[config.mk]
export PLATFORM = sky130hd
export DESIGN_NAME = time_bucketed_event_counters_core
export DESIGN_NICKNAME = d
export VERILOG_FILES = /design/src/design/tbec_pkg.sv /design/src/design/time_bucketed_event_counters_core.sv /design/src/design/tbec_div.sv /design/src/design/tbec_dp.sv /design/src/design/tbec_ctrl.sv
export SDC_FILE = /design/constraint.sdc
export NUM_CORES = 2
export LEC_CHECK = 0
export BUFFER_PORTS_ARGS = -buffer_cell sky130_fd_sc_hd__buf_2
export CORE_MARGIN = 2
export CORE_UTILIZATION = 50
export CTS_BUF_LIST = sky130_fd_sc_hd__clkbuf_4 sky130_fd_sc_hd__clkbuf_8
export DETAILED_ROUTE_END_ITERATION = 10
export PLACE_DENSITY = 0.67
export SLEW_MARGIN = 20
export SYNTH_ARGS = -nofsm -noshare
export SYNTH_HDL_FRONTEND = slang
export SYNTH_SLANG_ARGS = --single-unit
[constraint.sdc]
create_clock -name i_clk -period 13.1 [get_ports i_clk]
set_clock_uncertainty 0.15 [all_clocks]
set_input_delay 1.31 -clock i_clk [delete_from_list [all_inputs] [get_ports i_clk]]
set_output_delay 1.31 -clock i_clk [all_outputs]
set_load 0.05 [all_outputs]
[src/design/tbec_pkg.sv]
`timescale 1ns / 1ps
// Shared types and constants for the time-bucketed event counters.
// Used by every module of the block; depends on nothing.
package tbec_pkg;

    localparam int DATA_W = 32;
    localparam int OP_W   = 3;
    localparam int MIN_W  = 11;
    localparam int CNT_W  = 16;

    localparam int BUCKETS_DEF        = 48;
    localparam int BUCKET_SECONDS_DEF = 1800;
    localparam int SECONDS_PER_MINUTE = 60;

    localparam int DIV_STEP   = 4;
    localparam int DIV_ITER   = DATA_W / DIV_STEP;
    localparam int DIV_ITER_W = $clog2(DIV_ITER);

    typedef enum logic [OP_W-1:0] {
        OP_QUERY    = 3'd0,
        OP_BLOCKED  = 3'd1,
        OP_CACHE    = 3'd2,
        OP_FORWARD  = 3'd3,
        OP_FAILURE  = 3'd4,
        OP_HISTORY  = 3'd5,
        OP_TOTALS   = 3'd6,
        OP_UNUSED   = 3'd7
    } t_op;

    typedef struct packed {
        logic accept;
        logic div_start;
        logic div_sel_idx;
        logic cap_slot;
        logic cap_idx;
        logic mem_rd;
        logic his_addr;
        logic mem_wr;
        logic bump_blocked;
        logic his_load;
        logic his_next;
    } t_cmd;

    typedef struct packed {
        logic div_done;
        logic his_last;
    } t_sts;

endpackage

[src/design/time_bucketed_event_counters_core.sv]
`timescale 1ns / 1ps
// Top level of the time-bucketed event counters: controller plus datapath.
// Depends on tbec_pkg, tbec_ctrl and tbec_dp.
//
// The block handles one item at a time. Cache hit, forwarded, failure and
// unused opcodes are done in the cycle in which they are taken. A totals
// read gives its single result in the cycle after the item is taken. Query
// and blocked events and history reads first find the time slot and then the
// bucket with the shared divider; an event then does a read-modify-write of
// its bucket. A history read then gives BUCKETS results, each read in turn
// from the bucket memory and held until the receiver takes it.
module time_bucketed_event_counters_core #(
    parameter int BUCKETS        = tbec_pkg::BUCKETS_DEF,
    parameter int BUCKET_SECONDS = tbec_pkg::BUCKET_SECONDS_DEF
) (
    input  logic                        i_clk,
    input  logic                        i_rst_n,
    input  logic                        i_in_valid,
    output logic                        o_in_ready,
    input  logic [tbec_pkg::OP_W-1:0]   i_op,
    input  logic [tbec_pkg::DATA_W-1:0] i_now_seconds,
    output logic                        o_out_valid,
    input  logic                        i_out_ready,
    output logic [tbec_pkg::MIN_W-1:0]  o_minutes_ago,
    output logic [tbec_pkg::CNT_W-1:0]  o_bucket_total,
    output logic [tbec_pkg::CNT_W-1:0]  o_bucket_blocked,
    output logic [tbec_pkg::DATA_W-1:0] o_total_queries,
    output logic [tbec_pkg::DATA_W-1:0] o_blocked_count,
    output logic [tbec_pkg::DATA_W-1:0] o_cache_hit_count,
    output logic [tbec_pkg::DATA_W-1:0] o_forwarded_count,
    output logic [tbec_pkg::DATA_W-1:0] o_failure_count,
    output logic                        o_last
);

    tbec_pkg::t_cmd cmd;
    tbec_pkg::t_sts sts;

    tbec_ctrl u_ctrl (
        .i_clk       (i_clk),
        .i_rst_n     (i_rst_n),
        .i_in_valid  (i_in_valid),
        .i_op        (i_op),
        .o_in_ready  (o_in_ready),
        .o_out_valid (o_out_valid),
        .i_out_ready (i_out_ready),
        .o_cmd       (cmd),
        .i_sts       (sts)
    );

    tbec_dp #(
        .BUCKETS        (BUCKETS),
        .BUCKET_SECONDS (BUCKET_SECONDS)
    ) u_dp (
        .i_clk             (i_clk),
        .i_rst_n           (i_rst_n),
        .i_cmd             (cmd),
        .o_sts             (sts),
        .i_op              (i_op),
        .i_now_seconds     (i_now_seconds),
        .o_minutes_ago     (o_minutes_ago),
        .o_bucket_total    (o_bucket_total),
        .o_bucket_blocked  (o_bucket_blocked),
        .o_total_queries   (o_total_queries),
        .o_blocked_count   (o_blocked_count),
        .o_cache_hit_count (o_cache_hit_count),
        .o_forwarded_count (o_forwarded_count),
        .o_failure_count   (o_failure_count),
        .o_last            (o_last)
    );

endmodule

[src/design/tbec_div.sv]
`timescale 1ns / 1ps
// Iterative restoring divider, DIV_STEP quotient bits per cycle.
// Depends on tbec_pkg for the data width and the bits per step.
module tbec_div #(
    parameter int DVS_W = 17
) (
    input  logic                        i_clk,
    input  logic                        i_rst_n,
    input  logic                        i_start,
    input  logic [tbec_pkg::DATA_W-1:0] i_dividend,
    input  logic [DVS_W-1:0]            i_divisor,
    output logic                        o_done,
    output logic [tbec_pkg::DATA_W-1:0] o_quot,
    output logic [DVS_W-1:0]            o_rem
);

    logic                           r_busy;
    logic                           r_done;
    logic [tbec_pkg::DIV_ITER_W-1:0] r_cnt;
    logic [tbec_pkg::DATA_W-1:0]    r_q;
    logic [DVS_W-1:0]               r_rem;
    logic [DVS_W-1:0]               r_dvs;
    logic [tbec_pkg::DATA_W-1:0]    n_q;
    logic [DVS_W-1:0]               n_rem;
    logic [DVS_W:0]                 v_wide;

    always_comb begin
        n_q    = r_q;
        n_rem  = r_rem;
        v_wide = '0;
        for (int s = 0; s < tbec_pkg::DIV_STEP; s++) begin
            v_wide = {n_rem, n_q[tbec_pkg::DATA_W-1]};
            n_q    = {n_q[tbec_pkg::DATA_W-2:0], 1'b0};
            if (v_wide >= {1'b0, r_dvs}) begin
                v_wide = v_wide - {1'b0, r_dvs};
                n_q[0] = 1'b1;
            end
            n_rem = v_wide[DVS_W-1:0];
        end
    end

    always_ff @(posedge i_clk) begin
        if (!i_rst_n) begin
            r_busy <= 1'b0;
            r_done <= 1'b0;
            r_cnt  <= '0;
        end else begin
            r_done <= 1'b0;
            if (i_start) begin
                r_busy <= 1'b1;
                r_cnt  <= '0;
            end else if (r_busy) begin
                r_cnt <= r_cnt + 1'b1;
                if (r_cnt == tbec_pkg::DIV_ITER_W'(tbec_pkg::DIV_ITER - 1)) begin
                    r_busy <= 1'b0;
                    r_done <= 1'b1;
                end
            end
        end
    end

    always_ff @(posedge i_clk) begin
        if (i_start) begin
            r_q   <= i_dividend;
            r_rem <= '0;
            r_dvs <= i_divisor;
        end else if (r_busy) begin
            r_q   <= n_q;
            r_rem <= n_rem;
        end
    end

    assign o_done = r_done;
    assign o_quot = r_q;
    assign o_rem  = r_rem;

endmodule

[src/design/tbec_dp.sv]
`timescale 1ns / 1ps
// Datapath: lifetime counters, bucket memory, history walk and result register.
// Depends on tbec_pkg and instantiates tbec_div.
module tbec_dp #(
    parameter int BUCKETS        = tbec_pkg::BUCKETS_DEF,
    parameter int BUCKET_SECONDS = tbec_pkg::BUCKET_SECONDS_DEF
) (
    input  logic                        i_clk,
    input  logic                        i_rst_n,
    input  tbec_pkg::t_cmd              i_cmd,
    output tbec_pkg::t_sts              o_sts,
    input  logic [tbec_pkg::OP_W-1:0]   i_op,
    input  logic [tbec_pkg::DATA_W-1:0] i_now_seconds,
    output logic [tbec_pkg::MIN_W-1:0]  o_minutes_ago,
    output logic [tbec_pkg::CNT_W-1:0]  o_bucket_total,
    output logic [tbec_pkg::CNT_W-1:0]  o_bucket_blocked,
    output logic [tbec_pkg::DATA_W-1:0] o_total_queries,
    output logic [tbec_pkg::DATA_W-1:0] o_blocked_count,
    output logic [tbec_pkg::DATA_W-1:0] o_cache_hit_count,
    output logic [tbec_pkg::DATA_W-1:0] o_forwarded_count,
    output logic [tbec_pkg::DATA_W-1:0] o_failure_count,
    output logic                        o_last
);

    localparam int IDX_W = $clog2(BUCKETS);
    localparam logic [63:0] MAX_SLOT = 64'hFFFF_FFFF / 64'(BUCKET_SECONDS);
    localparam int TAG_W = $clog2(MAX_SLOT + 64'd1);
    localparam int DVS_MAX = (BUCKET_SECONDS > BUCKETS) ? BUCKET_SECONDS : BUCKETS;
    localparam int DVS_W = $clog2(DVS_MAX + 1);
    localparam int MIN_STEP = BUCKET_SECONDS / tbec_pkg::SECONDS_PER_MINUTE;
    localparam int MIN_START = ((BUCKETS - 1) * MIN_STEP) % (2 ** tbec_pkg::MIN_W);
    localparam int CW = tbec_pkg::CNT_W;
    localparam int DW = tbec_pkg::DATA_W;

    logic [TAG_W-1:0] mem_tag [BUCKETS];
    logic [CW-1:0]    mem_qry [BUCKETS];
    logic [CW-1:0]    mem_blk [BUCKETS];
    logic [BUCKETS-1:0] r_vld;

    logic [TAG_W-1:0] r_rd_tag;
    logic [CW-1:0]    r_rd_qry;
    logic [CW-1:0]    r_rd_blk;
    logic             r_rd_vld;

    logic [TAG_W-1:0] r_slot;
    logic [IDX_W-1:0] r_idx;
    logic [IDX_W-1:0] r_walk_idx;
    logic [IDX_W-1:0] r_walk_ago;
    logic [TAG_W-1:0] r_walk_slot;
    logic [tbec_pkg::MIN_W-1:0] r_walk_min;

    logic [DW-1:0] r_life_qry;
    logic [DW-1:0] r_life_blk;
    logic [DW-1:0] r_life_hit;
    logic [DW-1:0] r_life_fwd;
    logic [DW-1:0] r_life_fail;

    logic [tbec_pkg::MIN_W-1:0] r_out_min;
    logic [CW-1:0] r_out_btot;
    logic [CW-1:0] r_out_bblk;
    logic [DW-1:0] r_out_qry;
    logic [DW-1:0] r_out_blk;
    logic [DW-1:0] r_out_hit;
    logic [DW-1:0] r_out_fwd;
    logic [DW-1:0] r_out_fail;
    logic          r_out_last;

    logic             div_done;
    logic [DW-1:0]    div_quot;
    logic [DVS_W-1:0] div_rem;
    logic [DW-1:0]    div_dividend;
    logic [DVS_W-1:0] div_divisor;
    logic [IDX_W-1:0] rem_idx;
    logic [IDX_W-1:0] rd_addr;
    logic [TAG_W-1:0] eff_tag;
    logic [CW-1:0]    eff_qry;
    logic [CW-1:0]    eff_blk;
    logic             evt_hit;
    logic             his_hit;
    logic [CW-1:0]    wr_qry;
    logic [CW-1:0]    wr_blk;

    assign div_dividend = i_cmd.div_sel_idx ? div_quot : i_now_seconds;
    assign div_divisor  = i_cmd.div_sel_idx ? DVS_W'(BUCKETS) : DVS_W'(BUCKET_SECONDS);
    assign rem_idx      = div_rem[IDX_W-1:0];

    tbec_div #(
        .DVS_W (DVS_W)
    ) u_div (
        .i_clk      (i_clk),
        .i_rst_n    (i_rst_n),
        .i_start    (i_cmd.div_start),
        .i_dividend (div_dividend),
        .i_divisor  (div_divisor),
        .o_done     (div_done),
        .o_quot     (div_quot),
        .o_rem      (div_rem)
    );

    assign rd_addr = i_cmd.his_addr ? r_walk_idx : r_idx;
    assign eff_tag = r_rd_vld ? r_rd_tag : '0;
    assign eff_qry = r_rd_vld ? r_rd_qry : '0;
    assign eff_blk = r_rd_vld ? r_rd_blk : '0;
    assign evt_hit = (eff_tag == r_slot);
    assign his_hit = (r_slot >= TAG_W'(r_walk_ago)) && (eff_tag == r_walk_slot);

    always_comb begin
        wr_qry = evt_hit ? eff_qry : '0;
        wr_blk = evt_hit ? eff_blk : '0;
        if (i_cmd.bump_blocked) begin
            wr_blk = wr_blk + 1'b1;
        end else begin
            wr_qry = wr_qry + 1'b1;
        end
    end

    always_ff @(posedge i_clk) begin
        if (i_cmd.mem_rd) begin
            r_rd_tag <= mem_tag[rd_addr];
            r_rd_qry <= mem_qry[rd_addr];
            r_rd_blk <= mem_blk[rd_addr];
            r_rd_vld <= r_vld[rd_addr];
        end
        if (i_cmd.mem_wr) begin
            mem_tag[r_idx] <= r_slot;
            mem_qry[r_idx] <= wr_qry;
            mem_blk[r_idx] <= wr_blk;
        end
    end

    always_ff @(posedge i_clk) begin
        if (!i_rst_n) begin
            r_vld <= '0;
        end else if (i_cmd.mem_wr) begin
            r_vld[r_idx] <= 1'b1;
        end
    end

    always_ff @(posedge i_clk) begin
        if (i_cmd.cap_slot) begin
            r_slot <= div_quot[TAG_W-1:0];
        end
        if (i_cmd.cap_idx) begin
            r_idx       <= rem_idx;
            r_walk_idx  <= (rem_idx == IDX_W'(BUCKETS - 1)) ? '0 : rem_idx + 1'b1;
            r_walk_ago  <= IDX_W'(BUCKETS - 1);
            r_walk_slot <= r_slot - TAG_W'(BUCKETS - 1);
            r_walk_min  <= tbec_pkg::MIN_W'(MIN_START);
        end else if (i_cmd.his_next) begin
            r_walk_idx  <= (r_walk_idx == IDX_W'(BUCKETS - 1)) ? '0 : r_walk_idx + 1'b1;
            r_walk_ago  <= r_walk_ago - 1'b1;
            r_walk_slot <= r_walk_slot + 1'b1;
            r_walk_min  <= r_walk_min - tbec_pkg::MIN_W'(MIN_STEP);
        end
    end

    always_ff @(posedge i_clk) begin
        if (!i_rst_n) begin
            r_life_qry  <= '0;
            r_life_blk  <= '0;
            r_life_hit  <= '0;
            r_life_fwd  <= '0;
            r_life_fail <= '0;
        end else if (i_cmd.accept) begin
            case (tbec_pkg::t_op'(i_op))
                tbec_pkg::OP_QUERY:   r_life_qry  <= r_life_qry + 1'b1;
                tbec_pkg::OP_BLOCKED: r_life_blk  <= r_life_blk + 1'b1;
                tbec_pkg::OP_CACHE:   r_life_hit  <= r_life_hit + 1'b1;
                tbec_pkg::OP_FORWARD: r_life_fwd  <= r_life_fwd + 1'b1;
                tbec_pkg::OP_FAILURE: r_life_fail <= r_life_fail + 1'b1;
                default: begin
                end
            endcase
        end
    end

    always_ff @(posedge i_clk) begin
        if (i_cmd.accept && (i_op == tbec_pkg::OP_TOTALS)) begin
            r_out_min  <= '0;
            r_out_btot <= '0;
            r_out_bblk <= '0;
            r_out_qry  <= r_life_qry;
            r_out_blk  <= r_life_blk;
            r_out_hit  <= r_life_hit;
            r_out_fwd  <= r_life_fwd;
            r_out_fail <= r_life_fail;
            r_out_last <= 1'b1;
        end else if (i_cmd.his_load) begin
            r_out_min  <= r_walk_min;
            r_out_btot <= his_hit ? eff_qry : '0;
            r_out_bblk <= his_hit ? eff_blk : '0;
            r_out_qry  <= '0;
            r_out_blk  <= '0;
            r_out_hit  <= '0;
            r_out_fwd  <= '0;
            r_out_fail <= '0;
            r_out_last <= (r_walk_ago == '0);
        end
    end

    assign o_sts.div_done = div_done;
    assign o_sts.his_last = (r_walk_ago == '0);

    assign o_minutes_ago     = r_out_min;
    assign o_bucket_total    = r_out_btot;
    assign o_bucket_blocked  = r_out_bblk;
    assign o_total_queries   = r_out_qry;
    assign o_blocked_count   = r_out_blk;
    assign o_cache_hit_count = r_out_hit;
    assign o_forwarded_count = r_out_fwd;
    assign o_failure_count   = r_out_fail;
    assign o_last            = r_out_last;

endmodule

[src/design/tbec_ctrl.sv]
`timescale 1ns / 1ps
// Controller state machine that sequences the datapath for each item.
// Depends on tbec_pkg for the opcodes and the command and status structs.
module tbec_ctrl (
    input  logic                      i_clk,
    input  logic                      i_rst_n,
    input  logic                      i_in_valid,
    input  logic [tbec_pkg::OP_W-1:0] i_op,
    output logic                      o_in_ready,
    output logic                      o_out_valid,
    input  logic                      i_out_ready,
    output tbec_pkg::t_cmd            o_cmd,
    input  tbec_pkg::t_sts            i_sts
);

    typedef enum logic [8:0] {
        S_IDLE     = 9'b000000001,
        S_DIV_SLOT = 9'b000000010,
        S_DIV_IDX  = 9'b000000100,
        S_EVT_RD   = 9'b000001000,
        S_EVT_WR   = 9'b000010000,
        S_HIS_RD   = 9'b000100000,
        S_HIS_LD   = 9'b001000000,
        S_HIS_OUT  = 9'b010000000,
        S_TOT_OUT  = 9'b100000000
    } t_state;

    t_state r_state;
    t_state n_state;
    logic [tbec_pkg::OP_W-1:0] r_op;

    always_comb begin
        n_state     = r_state;
        o_cmd       = '0;
        o_in_ready  = 1'b0;
        o_out_valid = 1'b0;
        case (r_state)
            S_IDLE: begin
                o_in_ready = 1'b1;
                if (i_in_valid) begin
                    o_cmd.accept = 1'b1;
                    case (tbec_pkg::t_op'(i_op))
                        tbec_pkg::OP_QUERY, tbec_pkg::OP_BLOCKED, tbec_pkg::OP_HISTORY: begin
                            o_cmd.div_start = 1'b1;
                            n_state         = S_DIV_SLOT;
                        end
                        tbec_pkg::OP_TOTALS: begin
                            n_state = S_TOT_OUT;
                        end
                        default: begin
                        end
                    endcase
                end
            end
            S_DIV_SLOT: begin
                if (i_sts.div_done) begin
                    o_cmd.cap_slot    = 1'b1;
                    o_cmd.div_start   = 1'b1;
                    o_cmd.div_sel_idx = 1'b1;
                    n_state           = S_DIV_IDX;
                end
            end
            S_DIV_IDX: begin
                if (i_sts.div_done) begin
                    o_cmd.cap_idx = 1'b1;
                    n_state = (r_op == tbec_pkg::OP_HISTORY) ? S_HIS_RD : S_EVT_RD;
                end
            end
            S_EVT_RD: begin
                o_cmd.mem_rd = 1'b1;
                n_state      = S_EVT_WR;
            end
            S_EVT_WR: begin
                o_cmd.mem_wr       = 1'b1;
                o_cmd.bump_blocked = (r_op == tbec_pkg::OP_BLOCKED);
                n_state            = S_IDLE;
            end
            S_HIS_RD: begin
                o_cmd.mem_rd   = 1'b1;
                o_cmd.his_addr = 1'b1;
                n_state        = S_HIS_LD;
            end
            S_HIS_LD: begin
                o_cmd.his_load = 1'b1;
                n_state        = S_HIS_OUT;
            end
            S_HIS_OUT: begin
                o_out_valid = 1'b1;
                if (i_out_ready) begin
                    if (i_sts.his_last) begin
                        n_state = S_IDLE;
                    end else begin
                        o_cmd.his_next = 1'b1;
                        n_state        = S_HIS_RD;
                    end
                end
            end
            S_TOT_OUT: begin
                o_out_valid = 1'b1;
                if (i_out_ready) begin
                    n_state = S_IDLE;
                end
            end
            default: begin
                n_state = S_IDLE;
            end
        endcase
    end

    always_ff @(posedge i_clk) begin
        if (!i_rst_n) begin
            r_state <= S_IDLE;
            r_op    <= tbec_pkg::OP_UNUSED;
        end else begin
            r_state <= n_state;
            if (o_cmd.accept) begin
                r_op <= i_op;
            end
        end
    end

endmodule
==> out/metrics.cfg <==
[outcome]
status = complete, no violations

[floorplanning]
initial_utilization_pct = 50.3
core_area_mm2 = 0.252
die_width_um = 507
rows = 184
die-area_mm2 = 0.257
ioPinCount = 245
fp.dieH_um = 507

[clocking]
htree_num_levels = 6
path_clk_slew_ns = 0.07
post_cts_buffers = 0
cts_resized = 0
cts_hold_buf = 0
cts_root_buffer = clkbuf_8
cts_buffers = 535
cts.sinks = 3192
tritoncts = built
clockBufferDepth = 4
clock_latency_ns = 1.06

[setup_path]
arrival_ns = 11.36
cp-startpoint = u_dp.u_div.r_dvs[9]
crit_buf_inv = 3
critPathTopFamily = compound AO/OA/AOI/OAI gates
rr_worst_depth = 32
end_kind = register
critPathRequiredTime_ns = 13.89
worstReg2RegEnd = u_dp.u_div.o_rem[6]
r2r_start = u_dp.u_div.r_dvs[9]
cp_max_fo = 12
rrSetupSlack_ns = 2.53
cp-start-kind = register
critPathMaxStageDelay_ns = 0.64
slowest_stage = o21ai_0
worstSetupPathType = register to register

[detailed_routing]
routed_wirelength_um = 334000
postRouteAntennaNets = 0
drt_pass1_iterations = 6
wl_per_cell_um = 28.8
routed-via-count = 71300
drt_iter0_drc = 8430
drc_errors = 0
vias_per_cell = 6.14

[placement]
hpwl_um = 174000
numPortBuffers = 243
place_inst = 10700
gp_congestion = 0.813

[hold_path]
min_path_cells = 0
worst_hold_path_type = register to register
min_to = u_dp.r_slot[8]
hold_start = u_dp.u_div.o_quot[8]

[logic_synthesis]
syn-cell-area_mm2 = 0.127
synth-edff-count = 2897
mappedNetlistNets = 7415
synth_top_area_cell = edfxtp_1
synth_ff_type = edfxtp_1
async_flop_share_pct = 0
ys_types = 89
yosys-top-cells-area = edfxtp_1 69%, mux4_2 12%, dfxtp_1 4.7%
synthCells = 7327
yosys.area.top_type_share_pct = 68.7
ys_warn_count = 0
yosys_register_bits = 3192
seq_area_frac_synth_pct = 73.4
synth_area_per_cell_um2 = 17.3

[finish]
nNetsFinal = 7974
syn_to_final_growth_pct = 12.9
layout.cells.non_filler = 11600
fin_util_pct = 56.8
fillers = 19100
drive_gt1_share_pct = 24.8

[flow_run]
cap_violations = 0

[timing]
fin_setup_tns_ns = 0
finalHoldViolCount = 0
max_freq_mhz = 94.6
holdWs_ns = 0.251
max_slew_margin_pct = 19.4
rsz0062_at_grt = false
worstMarginPinSlew_ns = 1.21
fin_crit_sh_pct = 80.7
drv_slew = 0
finalSetupViolations = 0
period_needed_ns = 10.57

[pwr]
power_density_mw_per_mm2 = 150
leakage_nw = 45.3
ir_worst_vdd_v = 0.000126

[global_route]
grt_usage_pct = 25.7
grt_max_degree = 130
antenna_found_initial = 6
grt_pass1_vias = 70500
overflow = 0
grt_pass1_wl_um = 481000

-- worst reg2reg max path, delay by kind of cell (launching register included) --
kind                       cells  cell delay, ns
AOI/OAI and AO/OA             15            5.02
adders and majority gates      4            1.35
buffers and inverters          3            0.65
DFF                            1            0.51
and+or+nand+nor               10            2.83
-- state kept, by name (all words and copies together) (netlist names), 48 cells and up --
name and count:
u_dp.mem_tag 1056, u_dp.r_vld 48, u_dp.mem_qry 768, u_dp.mem_blk 768
-- placed cells by master (no fill, tap or decap), types with 15 or more instances in the layout --
cell type	Yosys	routed
nor3_1	31	30
a21boi_0	28	28
buf_4	3	161
and3_1	255	255
clkinv_2	0	49
o21ai_0	113	112
edfxtp_1	2897	2897
nand4_1	43	43
nor2b_1	22	22
a31oi_1	64	64
and4_1	15	15
or3_1	42	42
nor2_1	184	115
dfxtp_1	295	295
clkinv_1	0	84
a22o_1	31	31
mux4_2	660	660
o21a_1	53	53
ha_1	45	45
buf_12	0	15
xor2_1	59	57
and2_1	143	142
a311oi_1	55	55
clkbuf_4	0	188
nor2_4	1	53
nand2b_1	16	16
clkbuf_8	0	560
a21oi_1	144	138
nor2_2	0	17
nand3_1	329	329
nand2_1	951	951
buf_2	34	242
mux2i_1	29	23
nor4_1	19	18
inv_1	54	53
xnor2_1	189	185
-- routing by layer --
| metal | global-route usage, % | wire length, µm | part of all wire, % |
|---|---|---|---|
| met1 | 35.0 | 131000 | 39 |
| met2 | 41.9 | 162000 | 48 |
| met3 | 5.20 | 31500 | 9.4 |
| met4 | 8.17 | 9660 | 2.9 |
| met5 | 0 | 27 | 0.0081 |
-- metrics by stage --
| step | instance area [µm²] | setup slack (ns) | total power, W |
|---|---|---|---|
| final | 143000 | 2.53 | 0.0215 |
| after global routing | 143000 | 1.54 | 0.0222 |
| after CTS | 143000 | 2.34 | 0.0216 |
| after detailed placement | 133000 | 2.36 | 0.0132 |
| after global placement | 133000 | 2.32 | 0.0132 |
| after floorplan | 127000 | 4.48 | 0.0127 |
-- final cells by class --
type                    instances  area [µm²]  share of cell area [%]
diodes                          3        7.51                 0.00525
clock buffers                 748        9120                    6.38
clock inverters               169         997                   0.698
inverters                      55         211                   0.148
multi-input cells            3676       32600                    22.8
flip-flops and latches       3192       92900                    65.0
well taps                    3348        4190                    2.93
repair buffers                426        2920                    2.05
-- kinds of logic after synthesis --
kind of cell	count (synthesis)	share of synthesized area (%)
AOI/OAI and AO/OA	575	2.99
xor gates and xnor gates	249	1.73
adders and majority gates	49	0.508
buffers and inverters	459	1.43
DFF	3192	73.4
muxes	699	12.1
other	1	0.00296
and+or+nand+nor	2103	7.91
-- Yosys cell counts (22+ instances only) --
| library cell | number |
|---|---|
| xnor2_1 | 189 |
| and2_1 | 143 |
| nand4_1 | 43 |
| a22o_1 | 31 |
| dfxtp_1 | 295 |
| a21boi_0 | 28 |
| mux4_2 | 660 |
| nor2_1 | 184 |
| buf_1 | 78 |
| a21oi_1 | 144 |
| mux2i_1 | 29 |
| o21ai_0 | 113 |
| edfxtp_1 | 2897 |
| a31oi_1 | 64 |
| a311oi_1 | 55 |
| nor3_1 | 31 |
| xor2_1 | 59 |
| ha_1 | 45 |
| and3_1 | 255 |
| clkbuf_1 | 285 |
| or3_1 | 42 |
| inv_1 | 54 |
| nand2_1 | 951 |
| o21a_1 | 53 |
| nor2b_1 | 22 |
| nand3_1 | 329 |
| buf_2 | 34 |
-- how the worst max path moves through the flow --
| stage | cells past startpoint | endpoint | slack [ns] |
|---|---|---|---|
| after floorplan | 34 | u_dp.u_div.o_rem[6] | 4.48 |
| after CTS | 32 | u_dp.u_div.o_rem[6] | 2.34 |
| after detailed placement | 32 | u_dp.u_div.o_rem[6] | 2.36 |
| after global placement | 32 | u_dp.u_div.o_rem[6] | 2.32 |
| after global routing | 32 | u_dp.u_div.o_rem[6] | 1.54 |
| final | 32 | u_dp.u_div.o_rem[6] | 2.53 |
-- report_power, final --
part	switching [W]	leakage, nW	internal [W]
clock network	0.00390	5.38	0.00460
logic	0.00118	13.7	0.000648
registers	0.0000822	26.2	0.0111
(Power assumes the default switching activity.)
